[src/legged_motion_command_arbiter_assert.svh]
// Assertion macros for the legged motion command arbiter.
// Each macro expects clk and rst_n in scope; no other dependencies.
`ifndef LEGGED_MOTION_COMMAND_ARBITER_ASSERT_SVH
`define LEGGED_MOTION_COMMAND_ARBITER_ASSERT_SVH
// hold a property at every clock edge out of reset
`define LMCA_ASSERT(label, prop) \
  label: assert property (@(posedge clk) disable iff (!rst_n) (prop)) \
    else $error("lmca assertion failed");
// require a consequence in the cycle after a condition
`define LMCA_ASSERT_NEXT(label, cond, conseq) \
  label: assert property (@(posedge clk) disable iff (!rst_n) (cond) |=> (conseq)) \
    else $error("lmca assertion failed");
`endif

[src/lmca_pkg.sv]
// Shared constants for the legged motion command arbiter.
// No dependencies; used by the top level and the serial arithmetic units.
`timescale 1ns / 1ps
package lmca_pkg;
  localparam int QW = 15;
  localparam int MAGW = 11;
  localparam int SCW = 10;
  localparam int CW = 16;

  localparam logic [2:0] MODE_INIT     = 3'd0;
  localparam logic [2:0] MODE_GET_UP   = 3'd1;
  localparam logic [2:0] MODE_STAND    = 3'd2;
  localparam logic [2:0] MODE_WALK     = 3'd3;
  localparam logic [2:0] MODE_TURN     = 3'd4;
  localparam logic [2:0] MODE_GET_DOWN = 3'd5;
  localparam logic [2:0] MODE_FAULT    = 3'd6;

  localparam logic [1:0] DIR_NONE = 2'd0;
  localparam logic [1:0] DIR_POS  = 2'd1;
  localparam logic [1:0] DIR_NEG  = 2'd2;

  localparam logic [2:0] REG_ENABLE      = 3'd0;
  localparam logic [2:0] REG_DEADBAND    = 3'd1;
  localparam logic [2:0] REG_FULL_SCALE  = 3'd2;
  localparam logic [2:0] REG_ALPHA_FWD   = 3'd3;
  localparam logic [2:0] REG_ALPHA_TURN  = 3'd4;
  localparam logic [2:0] REG_SELECT_MASK = 3'd5;
  localparam logic [2:0] REG_START_MASK  = 3'd6;

  localparam logic [9:0]  DEADBAND_RST   = 10'd80;
  localparam logic [9:0]  FULL_SCALE_RST = 10'd660;
  localparam logic [15:0] ALPHA_RST      = 16'd13107;
  localparam logic [15:0] SELECT_RST     = 16'd1;
  localparam logic [15:0] START_RST      = 16'd8;
endpackage

[src/lmca_div.sv]
// Restoring divider, one quotient bit per cycle, for the stick scale.
// Depends on lmca_pkg for widths.
`timescale 1ns / 1ps
module lmca_div (
  input  logic                       clk,
  input  logic                       rst_n,
  input  logic                       start,
  input  logic                       sat,
  input  logic [lmca_pkg::SCW-1:0]   num,
  input  logic [lmca_pkg::SCW-1:0]   den,
  output logic                       done,
  output logic [lmca_pkg::QW-1:0]    quo
);
  localparam logic [3:0] LAST = 4'(lmca_pkg::QW - 1);

  logic [lmca_pkg::SCW-1:0] rem_r, den_r;
  logic [lmca_pkg::QW-1:0]  quo_r;
  logic [3:0]               cnt_r;
  logic                     busy_r, sat_r, done_r;
  logic [lmca_pkg::SCW:0]   two, rem_sub;

  assign two     = {rem_r, 1'b0};
  assign rem_sub = two - {1'b0, den_r};

  always_ff @(posedge clk) begin
    if (!rst_n) begin
      busy_r <= 1'b0;
      done_r <= 1'b0;
      cnt_r  <= '0;
    end else begin
      done_r <= busy_r && (cnt_r == LAST);
      if (start) begin
        busy_r <= 1'b1;
        cnt_r  <= '0;
      end else if (busy_r) begin
        cnt_r <= cnt_r + 4'd1;
        if (cnt_r == LAST) busy_r <= 1'b0;
      end
    end
  end

  always_ff @(posedge clk) begin
    if (start) begin
      rem_r <= num;
      den_r <= den;
      sat_r <= sat;
      quo_r <= sat ? '1 : '0;
    end else if (busy_r && !sat_r) begin
      if (two >= {1'b0, den_r}) begin
        rem_r <= rem_sub[lmca_pkg::SCW-1:0];
        quo_r <= {quo_r[lmca_pkg::QW-2:0], 1'b1};
      end else begin
        rem_r <= two[lmca_pkg::SCW-1:0];
        quo_r <= {quo_r[lmca_pkg::QW-2:0], 1'b0};
      end
    end
  end

  assign done = done_r;
  assign quo  = quo_r;
endmodule

[src/lmca_lpf.sv]
// Low-pass update by shift-add multiply, one alpha bit per cycle.
// Depends on lmca_pkg for widths.
`timescale 1ns / 1ps
module lmca_lpf (
  input  logic                             clk,
  input  logic                             rst_n,
  input  logic                             start,
  input  logic signed [lmca_pkg::CW-1:0]   x,
  input  logic signed [lmca_pkg::CW-1:0]   prev,
  input  logic [lmca_pkg::CW-1:0]          alpha,
  output logic                             done,
  output logic signed [lmca_pkg::CW-1:0]   res
);
  localparam logic [3:0] LAST = 4'(lmca_pkg::CW - 1);

  logic signed [18:0]              hi_r, t;
  logic [lmca_pkg::CW-1:0]         lo_r, alpha_r;
  logic signed [16:0]              diff_r;
  logic signed [lmca_pkg::CW-1:0]  prev_r;
  logic [3:0]                      cnt_r;
  logic                            busy_r, done_r;

  assign t = hi_r + (alpha_r[0] ? {{2{diff_r[16]}}, diff_r} : 19'sd0);

  always_ff @(posedge clk) begin
    if (!rst_n) begin
      busy_r <= 1'b0;
      done_r <= 1'b0;
      cnt_r  <= '0;
    end else begin
      done_r <= busy_r && (cnt_r == LAST);
      if (start) begin
        busy_r <= 1'b1;
        cnt_r  <= '0;
      end else if (busy_r) begin
        cnt_r <= cnt_r + 4'd1;
        if (cnt_r == LAST) busy_r <= 1'b0;
      end
    end
  end

  always_ff @(posedge clk) begin
    if (start) begin
      hi_r    <= '0;
      lo_r    <= '0;
      alpha_r <= alpha;
      prev_r  <= prev;
      diff_r  <= {x[lmca_pkg::CW-1], x} - {prev[lmca_pkg::CW-1], prev};
    end else if (busy_r) begin
      hi_r    <= {t[18], t[18:1]};
      lo_r    <= {t[0], lo_r[lmca_pkg::CW-1:1]};
      alpha_r <= {1'b0, alpha_r[lmca_pkg::CW-1:1]};
    end
  end

  assign res  = prev_r + hi_r[lmca_pkg::CW-1:0] + {15'd0, lo_r[lmca_pkg::CW-1]};
  assign done = done_r;
endmodule

[src/legged_motion_command_arbiter.sv]
// Legged motion command arbiter: one request in, one result out.
// Input channel in_*, result channel out_* (valid/stall), write-only cfg_* port.
// A request that needs no filtering goes from ST_IDLE straight to ST_OUT; when the
// active stick axis is scaled and filtered it passes ST_DIV (serial divide) and
// ST_LPF (serial shift-add multiply) first. One request is in flight at a time;
// in_stall is high from acceptance until the result is placed in the output
// register, so a new request is taken only once the last result is registered.
// The result waits in the output register while out_stall is high; the block
// holds any finished result internally until that register frees, and takes
// no new request meanwhile.
// Synchronous active-low reset restores the default registers (disabled,
// deadband 80, full scale 660, alpha 13107, select mask 1, start mask 8),
// mode init and zero commands, and clears button synchronisation.
// Configuration writes are taken every cycle; write only while idle.
// Depends on lmca_pkg, lmca_div, lmca_lpf and legged_motion_command_arbiter_assert.svh.
`timescale 1ns / 1ps
`include "legged_motion_command_arbiter_assert.svh"
module legged_motion_command_arbiter (
  input  logic               clk,
  input  logic               rst_n,
  input  logic               cfg_we,
  input  logic [2:0]         cfg_addr,
  input  logic [15:0]        cfg_data,
  input  logic               in_valid,
  output logic               in_stall,
  input  logic               in_cmd,
  input  logic [2:0]         in_set_mode,
  input  logic               in_link_lost,
  input  logic [15:0]        in_buttons,
  input  logic signed [10:0] in_stick_forward,
  input  logic signed [10:0] in_stick_turn,
  output logic               out_valid,
  input  logic               out_stall,
  output logic [2:0]         out_mode,
  output logic signed [15:0] out_forward_cmd,
  output logic signed [15:0] out_turn_cmd
);
  localparam logic [1:0] ST_IDLE = 2'd0;
  localparam logic [1:0] ST_DIV  = 2'd1;
  localparam logic [1:0] ST_LPF  = 2'd2;
  localparam logic [1:0] ST_OUT  = 2'd3;

  logic        enable_r;
  logic [9:0]  deadband_r, full_scale_r;
  logic [15:0] alpha_f_r, alpha_t_r, sel_mask_r, start_mask_r;

  logic [1:0]  state_r, state_nxt;
  logic [2:0]  mode_r, mode_nxt;
  logic [15:0] prior_r, prior_nxt;
  logic        synced_r, synced_nxt, latch_r, latch_nxt;
  logic [1:0]  dir_r, dir_nxt;
  logic signed [15:0] sm_f_r, sm_f_nxt, sm_t_r, sm_t_nxt;
  logic signed [15:0] hold_f_r, hold_f_nxt, hold_t_r, hold_t_nxt;
  logic        axis_r, axis_nxt, neg_r, neg_nxt, go;

  logic        out_valid_r;
  logic [2:0]  out_mode_r;
  logic signed [15:0] out_fwd_r, out_turn_r;

  logic        accept;
  logic [10:0] mag_f, mag_t, mag_sel, num_w;
  logic [9:0]  den_w;
  logic        sat_w, fc, tc;
  logic [1:0]  fdir, tdir;
  logic        div_done, lpf_done;
  logic [14:0] quo;
  logic signed [15:0] vx, lpf_res;

  assign in_stall = (state_r != ST_IDLE);
  assign accept   = in_valid && !in_stall;

  always_ff @(posedge clk) begin
    if (!rst_n) begin
      enable_r     <= 1'b0;
      deadband_r   <= lmca_pkg::DEADBAND_RST;
      full_scale_r <= lmca_pkg::FULL_SCALE_RST;
      alpha_f_r    <= lmca_pkg::ALPHA_RST;
      alpha_t_r    <= lmca_pkg::ALPHA_RST;
      sel_mask_r   <= lmca_pkg::SELECT_RST;
      start_mask_r <= lmca_pkg::START_RST;
    end else if (cfg_we) begin
      unique case (cfg_addr)
        lmca_pkg::REG_ENABLE:      enable_r     <= cfg_data[0];
        lmca_pkg::REG_DEADBAND:    deadband_r   <= cfg_data[9:0];
        lmca_pkg::REG_FULL_SCALE:  full_scale_r <= cfg_data[9:0];
        lmca_pkg::REG_ALPHA_FWD:   alpha_f_r    <= cfg_data;
        lmca_pkg::REG_ALPHA_TURN:  alpha_t_r    <= cfg_data;
        lmca_pkg::REG_SELECT_MASK: sel_mask_r   <= cfg_data;
        lmca_pkg::REG_START_MASK:  start_mask_r <= cfg_data;
        default: ;
      endcase
    end
  end

  assign mag_f = in_stick_forward[10] ? 11'(-in_stick_forward) : in_stick_forward;
  assign mag_t = in_stick_turn[10] ? 11'(-in_stick_turn) : in_stick_turn;
  assign fc    = mag_f <= {1'b0, deadband_r};
  assign tc    = mag_t <= {1'b0, deadband_r};
  assign fdir  = in_stick_forward[10] ? lmca_pkg::DIR_NEG : lmca_pkg::DIR_POS;
  assign tdir  = in_stick_turn[10] ? lmca_pkg::DIR_NEG : lmca_pkg::DIR_POS;

  assign mag_sel = axis_nxt ? mag_t : mag_f;
  assign num_w   = mag_sel - {1'b0, deadband_r};
  assign den_w   = full_scale_r - deadband_r;
  assign sat_w   = (full_scale_r <= deadband_r) || (num_w >= {1'b0, den_w});

  always_comb begin
    logic [15:0] rising;
    logic [2:0]  m;
    logic        proceed;
    rising     = '0;
    m          = mode_r;
    proceed    = 1'b0;
    mode_nxt   = mode_r;
    prior_nxt  = prior_r;
    synced_nxt = synced_r;
    dir_nxt    = dir_r;
    latch_nxt  = latch_r;
    sm_f_nxt   = sm_f_r;
    sm_t_nxt   = sm_t_r;
    hold_f_nxt = hold_f_r;
    hold_t_nxt = hold_t_r;
    axis_nxt   = axis_r;
    neg_nxt    = neg_r;
    go         = 1'b0;
    if (accept) begin
      priority if (in_cmd) begin
        mode_nxt = (in_set_mode > lmca_pkg::MODE_FAULT) ? lmca_pkg::MODE_FAULT : in_set_mode;
        {hold_f_nxt, hold_t_nxt, sm_f_nxt, sm_t_nxt} = '0;
        dir_nxt = lmca_pkg::DIR_NONE;
        latch_nxt = 1'b0;
      end else if (!enable_r) begin
        mode_nxt = mode_r;
      end else if (in_link_lost) begin
        {hold_f_nxt, hold_t_nxt, sm_f_nxt, sm_t_nxt} = '0;
        dir_nxt    = lmca_pkg::DIR_NONE;
        latch_nxt  = 1'b0;
        synced_nxt = 1'b0;
        prior_nxt  = '0;
        if (mode_r == lmca_pkg::MODE_WALK || mode_r == lmca_pkg::MODE_TURN)
          mode_nxt = lmca_pkg::MODE_STAND;
      end else begin
        if (synced_r) rising = in_buttons & ~prior_r;
        synced_nxt = 1'b1;
        prior_nxt  = in_buttons;
        priority if ((rising & sel_mask_r) != '0) begin
          if (mode_r != lmca_pkg::MODE_FAULT) begin
            mode_nxt = lmca_pkg::MODE_GET_DOWN;
            {hold_f_nxt, hold_t_nxt, sm_f_nxt, sm_t_nxt} = '0;
            dir_nxt = lmca_pkg::DIR_NONE;
            latch_nxt = 1'b0;
          end
        end else if ((rising & start_mask_r) != '0) begin
          if (mode_r == lmca_pkg::MODE_INIT || mode_r == lmca_pkg::MODE_GET_DOWN) begin
            mode_nxt = lmca_pkg::MODE_GET_UP;
            proceed  = 1'b1;
          end else if (mode_r == lmca_pkg::MODE_STAND || mode_r == lmca_pkg::MODE_WALK ||
                       mode_r == lmca_pkg::MODE_TURN) begin
            mode_nxt = lmca_pkg::MODE_STAND;
            proceed  = 1'b1;
          end
          if (proceed) begin
            {hold_f_nxt, hold_t_nxt, sm_f_nxt, sm_t_nxt} = '0;
            dir_nxt = lmca_pkg::DIR_NONE;
            latch_nxt = 1'b0;
          end
        end else begin
          hold_f_nxt = '0;
          hold_t_nxt = '0;
          if (mode_r == lmca_pkg::MODE_STAND || mode_r == lmca_pkg::MODE_WALK ||
              mode_r == lmca_pkg::MODE_TURN) begin
            if (fc && tc) begin
              mode_nxt  = lmca_pkg::MODE_STAND;
              dir_nxt   = lmca_pkg::DIR_NONE;
              latch_nxt = 1'b1;
              sm_f_nxt  = '0;
              sm_t_nxt  = '0;
            end else begin
              proceed = 1'b1;
              if (m == lmca_pkg::MODE_STAND) begin
                priority if (!latch_r) begin
                  proceed = 1'b0;
                end else if (!fc && tc) begin
                  m = lmca_pkg::MODE_WALK;
                  dir_nxt = fdir;
                  latch_nxt = 1'b0;
                end else if (fc && !tc) begin
                  m = lmca_pkg::MODE_TURN;
                  dir_nxt = tdir;
                  latch_nxt = 1'b0;
                end else begin
                  latch_nxt = 1'b0;
                  sm_f_nxt  = '0;
                  sm_t_nxt  = '0;
                  proceed   = 1'b0;
                end
              end
              mode_nxt = m;
              if (proceed) begin
                if ((m == lmca_pkg::MODE_WALK && (fc || !tc || fdir != dir_nxt)) ||
                    (m == lmca_pkg::MODE_TURN && (tc || !fc || tdir != dir_nxt))) begin
                  mode_nxt = lmca_pkg::MODE_STAND;
                  {hold_f_nxt, hold_t_nxt, sm_f_nxt, sm_t_nxt} = '0;
                  dir_nxt = lmca_pkg::DIR_NONE;
                  latch_nxt = 1'b0;
                end else begin
                  go       = 1'b1;
                  axis_nxt = (m == lmca_pkg::MODE_TURN);
                  neg_nxt  = (m == lmca_pkg::MODE_TURN) ? in_stick_turn[10]
                                                        : in_stick_forward[10];
                end
              end
            end
          end
        end
      end
    end
    if (lpf_done) begin
      if (axis_r) begin
        sm_t_nxt   = lpf_res;
        hold_t_nxt = lpf_res;
      end else begin
        sm_f_nxt   = lpf_res;
        hold_f_nxt = lpf_res;
      end
    end
  end

  always_comb begin
    state_nxt = state_r;
    unique case (state_r)
      ST_IDLE: if (accept) state_nxt = go ? ST_DIV : ST_OUT;
      ST_DIV:  if (div_done) state_nxt = ST_LPF;
      ST_LPF:  if (lpf_done) state_nxt = ST_OUT;
      ST_OUT:  if (!out_valid_r || !out_stall) state_nxt = ST_IDLE;
      default: state_nxt = ST_IDLE;
    endcase
  end

  always_ff @(posedge clk) begin
    if (!rst_n) begin
      state_r  <= ST_IDLE;
      mode_r   <= lmca_pkg::MODE_INIT;
      prior_r  <= '0;
      synced_r <= 1'b0;
      dir_r    <= lmca_pkg::DIR_NONE;
      latch_r  <= 1'b0;
      sm_f_r   <= '0;
      sm_t_r   <= '0;
      hold_f_r <= '0;
      hold_t_r <= '0;
      axis_r   <= 1'b0;
      neg_r    <= 1'b0;
    end else begin
      state_r  <= state_nxt;
      mode_r   <= mode_nxt;
      prior_r  <= prior_nxt;
      synced_r <= synced_nxt;
      dir_r    <= dir_nxt;
      latch_r  <= latch_nxt;
      sm_f_r   <= sm_f_nxt;
      sm_t_r   <= sm_t_nxt;
      hold_f_r <= hold_f_nxt;
      hold_t_r <= hold_t_nxt;
      axis_r   <= axis_nxt;
      neg_r    <= neg_nxt;
    end
  end

  lmca_div u_div (
    .clk   (clk),
    .rst_n (rst_n),
    .start (go),
    .sat   (sat_w),
    .num   (num_w[9:0]),
    .den   (den_w),
    .done  (div_done),
    .quo   (quo)
  );

  assign vx = neg_r ? -$signed({1'b0, quo}) : $signed({1'b0, quo});

  lmca_lpf u_lpf (
    .clk   (clk),
    .rst_n (rst_n),
    .start (div_done),
    .x     (vx),
    .prev  (axis_r ? sm_t_r : sm_f_r),
    .alpha (axis_r ? alpha_t_r : alpha_f_r),
    .done  (lpf_done),
    .res   (lpf_res)
  );

  always_ff @(posedge clk) begin
    if (!rst_n) begin
      out_valid_r <= 1'b0;
    end else begin
      if (out_valid_r && !out_stall) out_valid_r <= 1'b0;
      if (state_r == ST_OUT && (!out_valid_r || !out_stall)) out_valid_r <= 1'b1;
    end
  end

  always_ff @(posedge clk) begin
    if (state_r == ST_OUT && (!out_valid_r || !out_stall)) begin
      out_mode_r <= mode_r;
      out_fwd_r  <= hold_f_r;
      out_turn_r <= hold_t_r;
    end
  end

  assign out_valid       = out_valid_r;
  assign out_mode        = out_mode_r;
  assign out_forward_cmd = out_fwd_r;
  assign out_turn_cmd    = out_turn_r;

  `LMCA_ASSERT(a_div_in_div, !div_done || state_r == ST_DIV)
  `LMCA_ASSERT(a_lpf_in_lpf, !lpf_done || state_r == ST_LPF)
  `LMCA_ASSERT_NEXT(a_out_loads, state_r == ST_OUT && !out_valid_r, out_valid_r)
endmodule
[config.mk]
export PLATFORM = sky130hd
export DESIGN_NAME = legged_motion_command_arbiter
export DESIGN_NICKNAME = d
export VERILOG_FILES = /design/src/lmca_pkg.sv /design/src/lmca_div.sv /design/src/lmca_lpf.sv /design/src/legged_motion_command_arbiter.sv
export VERILOG_INCLUDE_DIRS = /design/src /design/src/src
export SDC_FILE = /design/constraint.sdc
export NUM_CORES = 1
export LEC_CHECK = 0
export BUFFER_PORTS_ARGS = -buffer_cell sky130_fd_sc_hd__buf_2
export CORE_ASPECT_RATIO = 0.6
export CORE_MARGIN = 4
export CORE_UTILIZATION = 60
export CTS_CLUSTER_SIZE = 30
export DETAILED_ROUTE_END_ITERATION = 12
export GPL_TIMING_DRIVEN = 0
export PLACE_DENSITY = 0.83
export SKIP_LAST_GASP = 1
export SYNTH_ARGS = -nofsm -noshare
export SYNTH_HDL_FRONTEND = slang
export SYNTH_SLANG_ARGS = --single-unit
[constraint.sdc]
create_clock -name clk -period 12.99 [get_ports clk]
set_input_delay 0 -clock clk [delete_from_list [all_inputs] [get_ports clk]]
set_output_delay 0 -clock clk [all_outputs]
set_load 0.05 [all_outputs]
==> out/results.ini <==
[status]
status = complete, no violations

[min_path]
whs_path_depth = 4
hold_path_class = in2reg
holdPathEnd = u_div.rem_r[0]
min_from = in_stick_forward[0]

[logic_synthesis]
syn_area_mm2 = 0.0178
ys_types = 81
async_reset_ff_frac = 0
synth_top_area_share = 0.234
postSynthAreaPerCell_um2 = 9.40
syn-num-nets = 2090
synth.area.top_cells = dfxtp_1 (23%), edfxtp_1 (20%), ha_1 (8.6%)
yosysSeqAreaShare = 0.436
synthFlopType = dfxtp_1
postSynthCellCount = 1894
yosysTopAreaCell = dfxtp_1
ys_warn_count = 0
ys_ff_latch = 328
synth_edf_count = 120

[grt]
track_usage = 0.312
grt_pass1_vias = 14900
grt_max_degree = 40
antenna_found_initial = 1
overflow = 0
grt_first_pass_wirelength_um = 81700

[finish]
area_delta_synth_final_pct = 15.3
regMostFlops = u_lpf.hi_r
largest_reg_flops = 18
fillerInstances = 2069
finalNetCount = 2277
top_regs = u_lpf.hi_r x18, u_lpf.diff_r x17
drive_gt1_frac = 0.0974

[worst_setup_path]
max_stage_delay_ns = 0.57
rr_startpoint = deadband_r[1]
slowest_stage = a2111oi_2
required_ns = 13.33
r2r_cells = 40
crit_type = reg2reg
reg2reg_to = u_div.quo[4]
critPathLaunchType = register
cp-end-kind = register
path_max_fanout = 10
critPathArrivalTime_ns = 10.60
crit_top_cell = o21a_1
rrSetupSlack_ns = 2.73

[floorplanning]
core_mm2 = 0.0290
dieWidth_um = 230
dieArea_mm2 = 0.0326
core.rowCount = 48
start_util = 0.614
num_io_pins = 104
die_y_um = 141

[sta]
finalCritPeriodShare = 0.790
skew_ns = 0.0327
setup_tns_ns = 0
setup_ws_ns = 2.73
final_max_slew_viol_count = 0
setup_viol = 0
slew_headroom = 0.0707
maxClockFrequency_mhz = 97.5
min_period_ns = 10.26
max_slew.worst_pin.slew_ns = 1.37
hold_viol = 0
rsz0062_at_grt = no

[cts]
root_buffer = clkbuf_16
clk-insertion-delay-late_ns = 0.61
cts_buffers = 30
cts_tree = built
path_clk_slew_ns = 0.06
clockBufferDepth = 3
cts-htree-levels = 1
post_cts_buffers = 0
cts.sinks = 328

[run]
timing.max_cap.violations = 0

[power_and_ir_drop]
ir_drop_v = 0.000106
p_per_area_mw_per_mm2 = 127
power.leakage_nw = 8.13

[place]
post-place-ws_ns = 2.94
dp_hpwl_um = 38600
gp_congestion = 0.975
io_buffers = 103

[routing]
ant_nets = 0
drtIter0Drc = 2212
viasPerCell = 6.37
drc_errors = 0
wl_per_cell_um = 21.0
first_pass_iters = 7
via_count = 16000
wirelength_um = 52700

## kinds of logic after synthesis
logic type | share of synthesized area
XOR/XNOR | 0.0443
multiplexers | 0.0374
AND/OR/NAND/NOR | 0.181
flip-flops | 0.436
adder cells (fa/ha/maj) | 0.0942
buffers and inverters | 0.0371
AO/OA/AOI/OAI | 0.170
## layout by cell type, fill, tap and decap left out, drive strengths merged, types with 36 or more instances in the layout
master / n
a21oi: 147
buf: 123
clkbuf: 92
dfxtp: 208
dlygate4sd3: 50
edfxtp: 120
ha: 122
inv: 95
mux2i: 50
nand2: 246
nand3: 49
nand4b: 37
nor2: 153
o21a: 36
o21ai: 59
xnor2: 70
## synthesized netlist by cell type (11+ instances only)
| library cell | instances |
|---|---|
| nand2_1 | 246 |
| dfxtp_1 | 208 |
| nor2_1 | 153 |
| a21oi_1 | 147 |
| ha_1 | 122 |
| edfxtp_1 | 120 |
| inv_1 | 93 |
| xnor2_1 | 70 |
| o21ai_0 | 59 |
| clkbuf_1 | 57 |
| mux2i_1 | 49 |
| nand3_1 | 49 |
| nand4b_1 | 37 |
| o21a_1 | 36 |
| and2_1 | 32 |
| a21o_1 | 30 |
| a22o_1 | 28 |
| nor3_1 | 25 |
| nand2b_1 | 23 |
| nor2b_1 | 23 |
| nand4_1 | 21 |
| xor2_1 | 20 |
| a211oi_1 | 16 |
| a22oi_1 | 16 |
| a31oi_1 | 16 |
| o2bb2ai_1 | 11 |
| or3_1 | 11 |
## worst max-delay path, delay by kind of cell, from the launching register on
kind / cells / cell delay, ns
compound gates: 18 / 4.07
flops: 1 / 0.42
fa+ha+maj: 4 / 1.18
mux: 2 / 0.74
simple gates: 10 / 2.29
buf+inv: 6 / 1.28
## report_power, final
part / internal (mW) / switching [mW]
clock: 0.587 / 0.427
sequential: 1.10 / 0.0223
combinational: 0.167 / 0.312
total: 1.85 / 0.761
## cell type report
class                      count  area [µm²]  share of cell area
antenna                        2        5.00            0.000244
multi-input combinational   1398        9390               0.457
sequential                   328        7770               0.379
buffer                        75         312              0.0152
inverter                      93         349              0.0170
tap                          400         500              0.0244
timing repair buffer         155        1060              0.0518
clock buffer                  35         801              0.0390
clock inverter                21         332              0.0162
## what timing repair did
action | in CTS | in global routing
setup endpoints to repair | 0 | 0
gates resized for setup | 0 | 0
hold buffers | 50 | 0
endpoints found under the hold margin | 115 | 0
## routing by layer
metal | share of wire | global-route usage | up-vias
li1 | - | - | 7218
met2 | 0.41 | 0.454 | 1027
met1 | 0.42 | 0.456 | 7579
met5 | 0 | 0 | -
met3 | 0.13 | 0.0905 | 149
met4 | 0.031 | 0.0852 | 0
## per-stage QoR
step | cell area, µm² | std cells | util | hold WS, ns | power (mW)
6_report | 20500 | 2507 | 0.707 | 0.0628 | 2.61
4_1_cts | 20500 | 2505 | 0.707 | 0.0460 | 2.60
2_1_floorplan | 17800 | 1894 | - | 0.124 | 1.45
3_3_place_gp | 18800 | 2397 | 0.649 | 0.281 | 1.57
5_1_grt | 20500 | 2505 | 0.707 | 0.101 | 2.70
3_5_place_dp | 18900 | 2399 | 0.651 | 0.290 | 1.59
## how the worst max path moves through the flow
stage	from	endpoint	slack (ns)	depth (start not counted)
after floorplan	deadband_r[1]	u_div.quo[10]	4.55	40
after global placement	in_stick_turn[10]	u_div.quo[13]	3.25	42
after detailed placement	in_stick_turn[10]	u_div.quo[4]	2.94	42
after CTS	deadband_r[1]	u_div.quo[4]	2.89	40
after global routing	deadband_r[1]	u_div.quo[4]	2.19	40
final	deadband_r[1]	u_div.quo[4]	2.73	40
Note: power is estimated with default switching activity, not from simulation.
